### src/rtl/otc_pkg.sv
// ----------------------------------------------------------------------------
// Oscillator trim calibrator package
// Shared types and constants for the trim search datapath and its stages.
// ----------------------------------------------------------------------------
package otc_pkg;

  localparam int unsigned APB_ADDR_W  = 3;
  localparam int unsigned APB_DATA_W  = 32;
  localparam logic [31:0] TARGET_RESET = 32'd2356;

  typedef enum logic {
    REG_TARGET_COUNT = 1'b0
  } reg_idx_e;

  typedef enum logic {
    REQ_START   = 1'b0,
    REQ_MEASURE = 1'b1
  } req_type_e;

  typedef enum logic [3:0] {
    PH_IDLE     = 4'b0001,
    PH_BINARY   = 4'b0010,
    PH_NEIGHBOR = 4'b0100,
    PH_DONE     = 4'b1000
  } phase_e;

  typedef struct packed {
    logic done_res;
    logic measure_next;
  } res_flags_t;

endpackage

### src/rtl/oscillator_trim_calibrator.sv
// ----------------------------------------------------------------------------
// Oscillator trim calibrator
// Successive-approximation trim search with a neighbor probe around the result.
// ----------------------------------------------------------------------------
// Path: an accepted input beat is held in the input register; the search step
// loads its result beat, if any, into the result register. Throughput: one input
// beat per cycle while the result side does not stall, set by the single search step.
// Reset: rst_ni clears the search to idle, empties both stages and loads
// target_count with 2356.
module oscillator_trim_calibrator #(
  parameter int unsigned TRIM_BITS  = 8,
  parameter int unsigned COUNT_BITS = 16
) (
  input  logic                                     clk_i,
  input  logic                                     rst_ni,
  input  logic                                     s_axis_tvalid_i,
  output logic                                     s_axis_tready_o,
  // frame_length
  input  logic [((COUNT_BITS+7)/8)*8-1:0]          s_axis_tdata_i,
  // req_type
  input  logic                                     s_axis_tuser_i,
  output logic                                     m_axis_tvalid_o,
  input  logic                                     m_axis_tready_i,
  // trim_value
  output logic [((TRIM_BITS+7)/8)*8-1:0]           m_axis_tdata_o,
  // measure_next, done_res
  output logic [1:0]                               m_axis_tuser_o,
  input  logic                                     psel_i,
  input  logic                                     penable_i,
  input  logic                                     pwrite_i,
  input  logic [otc_pkg::APB_ADDR_W-1:0]           paddr_i,
  input  logic [otc_pkg::APB_DATA_W-1:0]           pwdata_i,
  output logic [otc_pkg::APB_DATA_W-1:0]           prdata_o,
  output logic                                     pready_o
);
  import otc_pkg::*;

  localparam int unsigned OutDataW = ((TRIM_BITS+7)/8)*8;

  logic [COUNT_BITS-1:0] target_q;
  logic                  cfg_wr;
  logic                  reg_hit;

  logic                  st_valid;
  logic                  st_req;
  logic [COUNT_BITS-1:0] st_frame;
  logic                  advance;
  logic                  room;
  logic                  res_valid;
  logic [TRIM_BITS-1:0]  res_trim;
  res_flags_t            res_flags;
  logic [TRIM_BITS-1:0]  out_trim;
  res_flags_t            out_flags;

  assign pready_o = 1'b1;
  assign reg_hit  = paddr_i[2] == REG_TARGET_COUNT;
  assign cfg_wr   = psel_i && penable_i && pwrite_i && pready_o && reg_hit;

  always_ff @(posedge clk_i or negedge rst_ni) begin
    if (!rst_ni) begin
      target_q <= TARGET_RESET[COUNT_BITS-1:0];
    end else if (cfg_wr) begin
      target_q <= pwdata_i[COUNT_BITS-1:0];
    end
  end

  always_comb begin
    prdata_o = '0;
    if (reg_hit) begin
      prdata_o[COUNT_BITS-1:0] = target_q;
    end
  end

  assign advance = st_valid && room;

  otc_in_stage #(
    .COUNT_BITS(COUNT_BITS)
  ) u_in (
    .clk_i         (clk_i),
    .rst_ni        (rst_ni),
    .in_valid_i    (s_axis_tvalid_i),
    .in_ready_o    (s_axis_tready_o),
    .req_type_i    (s_axis_tuser_i),
    .frame_length_i(s_axis_tdata_i[COUNT_BITS-1:0]),
    .advance_i     (advance),
    .stage_valid_o (st_valid),
    .req_type_o    (st_req),
    .frame_length_o(st_frame)
  );

  otc_search #(
    .TRIM_BITS (TRIM_BITS),
    .COUNT_BITS(COUNT_BITS)
  ) u_search (
    .clk_i         (clk_i),
    .rst_ni        (rst_ni),
    .advance_i     (advance),
    .req_type_i    (st_req),
    .frame_length_i(st_frame),
    .target_count_i(target_q),
    .res_valid_o   (res_valid),
    .res_trim_o    (res_trim),
    .res_flags_o   (res_flags)
  );

  otc_out_stage #(
    .TRIM_BITS(TRIM_BITS)
  ) u_out (
    .clk_i      (clk_i),
    .rst_ni     (rst_ni),
    .load_i     (advance && res_valid),
    .trim_i     (res_trim),
    .flags_i    (res_flags),
    .room_o     (room),
    .out_valid_o(m_axis_tvalid_o),
    .out_ready_i(m_axis_tready_i),
    .trim_o     (out_trim),
    .flags_o    (out_flags)
  );

  always_comb begin
    m_axis_tdata_o                = {OutDataW{1'b0}};
    m_axis_tdata_o[TRIM_BITS-1:0] = out_trim;
  end

  assign m_axis_tuser_o = {out_flags.done_res, out_flags.measure_next};

endmodule

### src/rtl/otc_in_stage.sv
// ----------------------------------------------------------------------------
// Oscillator trim calibrator input stage
// Registers one measurement or start beat ahead of the search logic.
// ----------------------------------------------------------------------------
module otc_in_stage #(
  parameter int unsigned COUNT_BITS = 16
) (
  input  logic                  clk_i,
  input  logic                  rst_ni,
  input  logic                  in_valid_i,
  output logic                  in_ready_o,
  input  logic                  req_type_i,
  input  logic [COUNT_BITS-1:0] frame_length_i,
  input  logic                  advance_i,
  output logic                  stage_valid_o,
  output logic                  req_type_o,
  output logic [COUNT_BITS-1:0] frame_length_o
);
  import otc_pkg::*;

  logic                  vld_q, vld_d;
  logic                  req_q;
  logic [COUNT_BITS-1:0] frame_q;
  logic                  take;

  assign in_ready_o = !vld_q || advance_i;
  assign take       = in_valid_i && in_ready_o;
  assign vld_d      = take ? 1'b1 : (advance_i ? 1'b0 : vld_q);

  always_ff @(posedge clk_i or negedge rst_ni) begin
    if (!rst_ni) begin
      vld_q <= 1'b0;
    end else begin
      vld_q <= vld_d;
    end
  end

  always_ff @(posedge clk_i) begin
    if (take) begin
      req_q   <= req_type_i;
      frame_q <= frame_length_i;
    end
  end

  assign stage_valid_o  = vld_q;
  assign req_type_o     = req_q;
  assign frame_length_o = frame_q;

endmodule

### src/rtl/otc_search.sv
// ----------------------------------------------------------------------------
// Oscillator trim calibrator search core
// Holds the search state and computes one search step per accepted beat.
// ----------------------------------------------------------------------------
module otc_search #(
  parameter int unsigned TRIM_BITS  = 8,
  parameter int unsigned COUNT_BITS = 16
) (
  input  logic                      clk_i,
  input  logic                      rst_ni,
  input  logic                      advance_i,
  input  logic                      req_type_i,
  input  logic [COUNT_BITS-1:0]     frame_length_i,
  input  logic [COUNT_BITS-1:0]     target_count_i,
  output logic                      res_valid_o,
  output logic [TRIM_BITS-1:0]      res_trim_o,
  output otc_pkg::res_flags_t       res_flags_o
);
  import otc_pkg::*;

  localparam logic [TRIM_BITS-1:0] TrimMsb  = {1'b1, {(TRIM_BITS-1){1'b0}}};
  localparam logic [TRIM_BITS-1:0] TrimMax  = {TRIM_BITS{1'b1}};
  localparam logic [TRIM_BITS-1:0] TrimZero = '0;
  localparam logic [TRIM_BITS-1:0] TrimOne  = {{(TRIM_BITS-1){1'b0}}, 1'b1};

  phase_e                phase_q, phase_d;
  logic [TRIM_BITS-1:0]  base_q, base_d;
  logic [TRIM_BITS-1:0]  step_q, step_d;
  logic [TRIM_BITS-1:0]  probe_q, probe_d;
  logic [TRIM_BITS-1:0]  best_trim_q, best_trim_d;
  logic [COUNT_BITS-1:0] best_dev_q, best_dev_d;

  logic [TRIM_BITS-1:0]  step_half;
  logic [TRIM_BITS-1:0]  base_kept;
  logic [TRIM_BITS-1:0]  top_trim;
  logic [COUNT_BITS-1:0] dev;
  logic                  below;

  assign below     = frame_length_i < target_count_i;
  assign step_half = step_q >> 1;
  assign base_kept = below ? base_q + step_q : base_q;
  assign dev       = below ? target_count_i - frame_length_i
                           : frame_length_i - target_count_i;
  assign top_trim  = (base_q == TrimMax) ? TrimMax : base_q + TrimOne;

  always_comb begin
    phase_d     = phase_q;
    base_d      = base_q;
    step_d      = step_q;
    probe_d     = probe_q;
    best_trim_d = best_trim_q;
    best_dev_d  = best_dev_q;
    res_valid_o = 1'b0;
    res_trim_o  = probe_q;
    res_flags_o = '{done_res: 1'b0, measure_next: 1'b1};
    if (req_type_i == REQ_START) begin
      base_d      = TrimZero;
      step_d      = TrimMsb;
      probe_d     = TrimMsb;
      phase_d     = PH_BINARY;
      res_valid_o = 1'b1;
      res_trim_o  = TrimMsb;
    end else begin
      case (phase_q)
        PH_BINARY: begin
          base_d      = base_kept;
          step_d      = step_half;
          res_valid_o = 1'b1;
          if (step_half != TrimZero) begin
            probe_d = base_kept + step_half;
          end else begin
            best_trim_d = base_kept;
            best_dev_d  = frame_length_i;
            probe_d     = (base_kept == TrimZero) ? TrimZero : base_kept - TrimOne;
            phase_d     = PH_NEIGHBOR;
          end
          res_trim_o = probe_d;
        end
        PH_NEIGHBOR: begin
          if (dev < best_dev_q) begin
            best_dev_d  = dev;
            best_trim_d = probe_q;
          end
          res_valid_o = 1'b1;
          if (probe_q < top_trim) begin
            probe_d    = probe_q + TrimOne;
            res_trim_o = probe_d;
          end else begin
            phase_d     = PH_DONE;
            res_trim_o  = best_trim_d;
            res_flags_o = '{done_res: 1'b1, measure_next: 1'b0};
          end
        end
        default: begin
          res_valid_o = 1'b0;
        end
      endcase
    end
  end

  always_ff @(posedge clk_i or negedge rst_ni) begin
    if (!rst_ni) begin
      phase_q     <= PH_IDLE;
      base_q      <= '0;
      step_q      <= TrimMsb;
      probe_q     <= '0;
      best_trim_q <= '0;
      best_dev_q  <= '0;
    end else if (advance_i) begin
      phase_q     <= phase_d;
      base_q      <= base_d;
      step_q      <= step_d;
      probe_q     <= probe_d;
      best_trim_q <= best_trim_d;
      best_dev_q  <= best_dev_d;
    end
  end

endmodule

### src/rtl/otc_out_stage.sv
// ----------------------------------------------------------------------------
// Oscillator trim calibrator output stage
// Result register that holds a beat until the downstream side takes it.
// ----------------------------------------------------------------------------
module otc_out_stage #(
  parameter int unsigned TRIM_BITS = 8
) (
  input  logic                 clk_i,
  input  logic                 rst_ni,
  input  logic                 load_i,
  input  logic [TRIM_BITS-1:0] trim_i,
  input  otc_pkg::res_flags_t  flags_i,
  output logic                 room_o,
  output logic                 out_valid_o,
  input  logic                 out_ready_i,
  output logic [TRIM_BITS-1:0] trim_o,
  output otc_pkg::res_flags_t  flags_o
);
  import otc_pkg::*;

  logic                 vld_q, vld_d;
  logic [TRIM_BITS-1:0] trim_q;
  res_flags_t           flags_q;

  assign room_o = !vld_q || out_ready_i;
  assign vld_d  = load_i ? 1'b1 : (out_ready_i ? 1'b0 : vld_q);

  always_ff @(posedge clk_i or negedge rst_ni) begin
    if (!rst_ni) begin
      vld_q <= 1'b0;
    end else begin
      vld_q <= vld_d;
    end
  end

  always_ff @(posedge clk_i) begin
    if (load_i) begin
      trim_q  <= trim_i;
      flags_q <= flags_i;
    end
  end

  assign out_valid_o = vld_q;
  assign trim_o      = trim_q;
  assign flags_o     = flags_q;

endmodule

### config.mk
export PLATFORM = sky130hd
export DESIGN_NAME = oscillator_trim_calibrator
export DESIGN_NICKNAME = d
export VERILOG_FILES = /design/src/rtl/otc_pkg.sv /design/src/rtl/oscillator_trim_calibrator.sv /design/src/rtl/otc_in_stage.sv /design/src/rtl/otc_search.sv /design/src/rtl/otc_out_stage.sv
export SDC_FILE = /design/constraint.sdc
export NUM_CORES = 1
export LEC_CHECK = 0
export BUFFER_PORTS_ARGS = -buffer_cell sky130_fd_sc_hd__buf_2
export CORE_AREA = 2 2 118 120
export CTS_BUF_LIST = sky130_fd_sc_hd__clkbuf_2 sky130_fd_sc_hd__clkbuf_4 sky130_fd_sc_hd__clkbuf_8
export DETAILED_ROUTE_END_ITERATION = 8
export DIE_AREA = 0 0 120 122
export GPL_TIMING_DRIVEN = 0
export PLACE_DENSITY = 0.89
export SKIP_LAST_GASP = 1
export SLEW_MARGIN = 0
export SYNTH_ARGS = -nofsm -noshare
export SYNTH_HDL_FRONTEND = slang
export SYNTH_SLANG_ARGS = --single-unit
### constraint.sdc
create_clock -name clk_i -period 5.4 [get_ports clk_i]
set_input_delay 0.81 -clock clk_i [delete_from_list [all_inputs] [get_ports clk_i]]
set_output_delay 0.81 -clock clk_i [all_outputs]
set_load 0.01 [all_outputs]
==> Word-level counts from Yosys, hierarchy flattened <==
Index checks and enable logic that the tools add are counted.
Widths: inputs -> output; s select.
{ "totals": {"inputBits": 59, "ff_bits": 97} }
{ "classes": {"n_mux": 32, "bitwise_logic": 1, "order_cmp": 3, "add_sub_neg": 7, "n_eq_ne": 10, "reduce_logical": 22} }
{ "ops": {"columns": ["op", "n"], "rows": [
  ["$mux 8", 13],
  ["$mux 16", 4],
  ["$pmux 8 s2", 3],
  ["$lt 16x16->1", 2],
  ["$pmux 16 s2", 1],
  ["$sub 16x16->16", 2],
  ["$add 8x1->8 const B", 2],
  ["$mux 4", 3],
  ["$add 8x7->8", 1],
  ["$add 8x8->8", 1],
  ["$eq 8x8->1 const B", 1],
  ["$logic_not 8->1", 1],
  ["$lt 8x8->1", 1],
  ["$pmux 4 s2", 1],
  ["$reduce_and 4->1", 2],
  ["$reduce_bool 8->1", 1],
  ["$sub 8x1->8 const B", 1],
  ["$logic_and 1x1->1", 6],
  ["$mux 1", 6],
  ["$ne 3x3->1 const B", 2],
  ["$reduce_bool 2->1", 3],
  ["$reduce_and 5->1", 1],
  ["$eq 4x2->1 const B", 1],
  ["$eq 4x3->1 const B", 1],
  ["11 further kinds", 15]
]} }

==> Logic depth before layout (Yosys ltp) <==
{ "logic_depth": {"word_depth": 7, "mapped_depth": 23, "depth_no_buf": 21} }

==> Cells and area by module <==
Synthesis repeated with hierarchy kept, for this count alone.
{ "unflattened": {"hier_cells": 908, "hier_area_um2": 8003.9} }
{ "modules_own_cells": {"columns": ["module", "cells_each", "area_per_inst_um2", "seq_area_each_um2", "instances"], "rows": [
  ["otc_search", 802, 6173.4, 1303.8, 1],
  ["oscillator_trim_calibrator", 72, 918.4, 406.6, 1],
  ["otc_in_stage", 21, 564.3, 535.5, 1],
  ["otc_out_stage", 13, 347.8, 325.3, 1]
]} }

==> Least setup slack after synthesis <==
OpenSTA, ideal clock, no wires.
{ "synth_path": {"path_kind": "register to register", "from": "register target_q[11]", "to": "register u_search.best_dev_q[13]", "path_buffers": 2, "arrival_ns": 4.733, "path_stages_with_launch": 20, "setup_time_ns": 0.132, "slack_ns": 0.535, "path_cell_list": "dfstp_2 inv_1 ha_1 buf_6 a211oi_2 o211ai_1 a221o_2 nor2_8 mux2_1 a221o_1 xor2_1 ha_1 a21o_1 a211oi_1 o21ai_1 a221oi_2 o21ai_1 clkbuf_1 a221oi_1 o21ai_1"} }
{ "synth_via": {"elab_chain_cells": 5, "word_cells_on_any_way": 9} }
{ "synth_rtl": {"columns": ["item", "line_no", "source"], "rows": [
  ["start: declaration", "oscillator_trim_calibrator.sv:40", "logic [COUNT_BITS-1:0] target_q;"],
  ["start signal: assignment", "oscillator_trim_calibrator.sv:61", "target_q <= TARGET_RESET[COUNT_BITS-1:0];"],
  ["start signal: assignment", "oscillator_trim_calibrator.sv:63", "target_q <= pwdata_i[COUNT_BITS-1:0];"],
  ["$sub 16x16->16 (tied with other cells)", "otc_search.sv:43", ": frame_length_i - target_count_i;"],
  ["$mux 16 *", "otc_search.sv:42", "assign dev = below ? target_count_i - frame_length_i"],
  ["$lt 16x16->1", "otc_search.sv:80", "if (dev < best_dev_q) begin"],
  ["$ne 2x1->1 (no source line)", null, null],
  ["$reduce_and 5->1 (no source line)", null, null],
  ["end signal: assignment", "otc_search.sv:115", "best_dev_q <= best_dev_d;"],
  ["end: declaration", "otc_search.sv:31", "logic [COUNT_BITS-1:0] best_dev_q, best_dev_d;"]
]} }
Mark *: on every way between the ends. The rest lies on a longest branch, timed or not. The select of a mux whose other input is x is not followed.
A chain may end at the register's enable or synchronous reset.

==> Worst setup path after layout <==
{ "layout_path": {"from": "register target_q[11]", "to": "register u_out.trim_q[6] (netlist: u_out.trim_o[6]) (data pin)"} }
{ "layout_via": {"elab_chain_cells": 6, "word_cells_on_any_way": 14} }
{ "layout_rtl": {"columns": ["item", "line_no", "source"], "rows": [
  ["$sub 16x16->16 (tied with other cells)", "otc_search.sv:43", null],
  ["$mux 16 or $mux 8 (tied branches)", "otc_search.sv:42, otc_search.sv:41", null],
  ["$lt 16x16->1 (tied with other cells)", "otc_search.sv:80", null],
  ["$mux 8 (on tied branches)", "otc_search.sv:80, otc_search.sv:74", null],
  ["$mux 8 (on tied branches)", "otc_search.sv:85, otc_search.sv:69", null],
  ["$pmux 8 s2 *", "otc_search.sv:64", "case (phase_q)"],
  ["end signal: assignment", "otc_out_stage.sv:38", "trim_q <= trim_i;"],
  ["end: declaration", "otc_out_stage.sv:22", "logic [TRIM_BITS-1:0] trim_q;"]
]} }
Mark *: on every way between the ends. The rest lies on a longest branch, timed or not.

==> impl_results.md <==
- Status: finished, final reports clean
- Final GP Congestion: just over 1
- Final net count: ~1100
- Sink Count: 97
- Wire per inst: 17.7 um
- Dominant cell type by area after synthesis: dfrtp_1
- Worst Path Class, Setup: reg2reg
- Die Ht: between 100 and 150 um
- Post-Layout Cell Count: roughly 1200
- DR vias: about 7200
- Clock Pin Slew Worst Setup and Hold Paths: 0.09 ns
- Crit Path Max Fanout: 9
- CP Data Required Time: ~5.5 ns
- Largest net degree at the start of global routing: 70
- GR Overflow Total: 0
- Initial antenna violation count: 0
- CTS root buffer: clkbuf_8
- DIE WIDTH: 120 um
- Yosys cell types: just under 80
- Slew Viols, Final: 0
- DRC viols: 0
- Core footprint: approximately 0.014 mm2
- Vias per cell: a little over 6
- Vias in the first global route: 7010
- Sequential-to-total area share from yosys stat: 0.329
- WP data arrival: 5.44 ns
- Die ar.: approximately 0.015 mm2
- Synth Register Bits: 97
- Tot Pwr: 4770 uW
- 1st-iter DRT viols: 595
- Register-to-register setup slack: between 0.09 and 0.1 ns
- Crit start category: register
- Syn-to-layout area delta: 13.1%
- R2R cell count: 18
- Total CTS buffers: 9
- Hold slack: between 0.15 and 0.2 ns
- Boundary Pins: about 100
- Post-Syn Instances: a little under 900
- Post-synth EDFFs: 27
- Yosys top cell area share: 0.202
- Clk_skew: 0.0184 ns
- Max_slew headroom: 0.446
- Critical path endpoint category: register
- Final setup vio count: 0
- IO Port Bufs: 67
- Fin crit period: ~5.3 ns
- Maximum buffer depth of the clock tree: 2
- Top cells by area, synth: dfrtp_1, ha_1, edfxtp_1
- Tightest Pin Transition: roughly 0.83 ns
- End of the worst register-to-register path: u_out.trim_o[6]
- H-tree depth: 3
- Fin. Hold Viols: 0
- Worst skew pair latency: approximately 0.40 ns
- Placed insts: roughly 1200
- Beginning of the critical path: target_q[11]
- PD cells: approximately 540 mW/mm2
- Synth cell count leaders: nand2_1, nor2_1, ha_1, a21oi_1, inv_1
- Max-cap violations: 0
- Synthesized area: between 0.007 and 0.008 mm2
- Final wirelength: 20900 um
- Starting Density: 0.578
- Max IR drop VDD: ~0.3 mV
- Yosys warnings: 0
- FMAX: ~190 MHz
- Global-route wire length before repair: roughly 33000 um
- Post-CTS Hold Buffers: 0
- Most common cell in the synthesized netlist: nand2_1
- Share of cells above drive strength 1: 0.180
- Final ANT Viol Nets: 0
- DP HPWL: about 16000 um
- Async set-reset flop share out of synthesis: 0.722
- # diodes: 0
- Worst r2r src: target_q[11]
- Fin crit share: 0.982
- Detailed Routing Iterations Pass 1: 5
- Class of the worst hold path: in2async
- Tot GR Track Use: 0.289
- Primary FF master, synth: dfrtp_1
- Avg Cell Area, Syn: roughly 8.8 um2
- Pleak: just over 0.004 uW
- # rows: 43
- CTS tree: built
## power breakdown
part / switching [uW] / internal, uW
Clock: 265 / 231
Sequential: 167 / 1000
Combinational: 1860 / 1240
Total: 2290 / 2470
## layout make-up
| cell class | instances | area, um2 |
|---|---|---|
| multi-input cells | 681 | 4800 |
| repair buffers | 78 | 450 |
| well taps | 180 | 225 |
| flip-flops and latches | 97 | 2570 |
| clock inverters | 5 | 55.1 |
| fillers | 1103 | 4670 |
| plain buffers | 60 | 334 |
| clock buffers | 11 | 145 |
| inverters | 67 | 251 |
## metal layers
layer | global-route usage | wire length (um)
met5 | 0 | 0
met3 | 0.0599 | 1410
met1 | 0.330 | 8200
met2 | 0.506 | 10300
met4 | 0.157 | 950
## flip-flops by register name, summed over array words and instances, names as in the netlist
| register | count |
|---|---|
| u_in.stage_valid_o | 1 |
| u_search.best_trim_q | 8 |
| u_in.frame_length_o | 16 |
| u_search.probe_q | 8 |
| u_out.trim_o | 8 |
| u_in.req_type_o | 1 |
| u_search.step_q | 8 |
| u_out.out_valid_o | 1 |
| target_q | 16 |
| u_search.best_dev_q | 16 |
| u_out.flags_o | 2 |
| u_search.phase_q | 4 |
| u_search.base_q | 8 |
## worst max-delay path by stage
stage	endpoint	cells after the start
2_1_floorplan	u_search.best_dev_q[13]	19
3_3_place_gp	u_search.best_dev_q[3]	19
3_5_place_dp	u_search.best_dev_q[6]	19
4_1_cts	u_out.trim_o[6]	19
5_1_grt	u_out.trim_o[1]	19
6_report	u_out.trim_o[6]	18
## through the flow
stage	TNS (ns)	setup slack [ns]	instance area (um2)	util
detailed placement	-15.06	-0.684	8460	0.627
finish	0	0.0960	8830	0.654
CTS	0	0.0212	8730	0.647
global placement	-13.76	-0.655	8430	0.624
global route	-0.00958	-0.00579	8830	0.654
floorplan	0	0.535	7870	-
## placed cells by master (no fill, tap or decap), drive strengths merged, types with 10 or more instances in the layout
cell type / synthesis / routed
mux2: 25 / 25
mux2i: 10 / 10
nor2: 77 / 77
conb: 2 / 17
nor3: 16 / 16
xnor2: 24 / 24
nor2b: 10 / 10
edfxtp: 27 / 27
clkbuf: 34 / 44
nand2: 82 / 82
dfrtp: 63 / 63
and3: 10 / 10
nand3: 21 / 21
a211oi: 12 / 12
a21oi: 68 / 68
a21o: 15 / 15
o21ai: 58 / 58
buf: 27 / 105
inv: 67 / 67
ha: 70 / 70
a22o: 18 / 18
o22ai: 12 / 12
xor2: 15 / 15
## worst max-delay path: stages, from the launching register on
cell	delay (ns)
dfstp_2	0.55
inv_1	0.05
ha_1	0.30
buf_6	0.15
a211oi_2	0.18
o211ai_1	0.20
a221o_2	0.44
nor2_8	0.20
mux2_1	0.34
a221o_1	0.42
xor2_2	0.19
ha_1	0.31
a21o_1	0.18
a211oi_2	0.27
o21ai_2	0.12
a221o_2	0.49
mux2i_1	0.24
o221ai_1	0.14
a22o_1	0.28
## cell families (layout without fill, tap and decap cells)
family,after synthesis,in the layout,share of synthesized area
adders and majority gates,74,74,0.122
muxes,35,35,0.0494
AOI/OAI and AO/OA,261,261,0.228
buffers and inverters,128,221,0.0727
DFF,97,97,0.329
and+or+nand+nor,255,255,0.153
xor gates and xnor gates,39,39,0.0437
other,2,17,0.000962
## repair_timing
action | CTS | global route
pin swaps | 3 | 7
endpoints found under the hold margin | 0 | 0
setup buffers | 2 | 7
resized for setup | 14 | 14
endpoints found under the setup margin | 32 | 30
(Power assumes the default switching activity.)
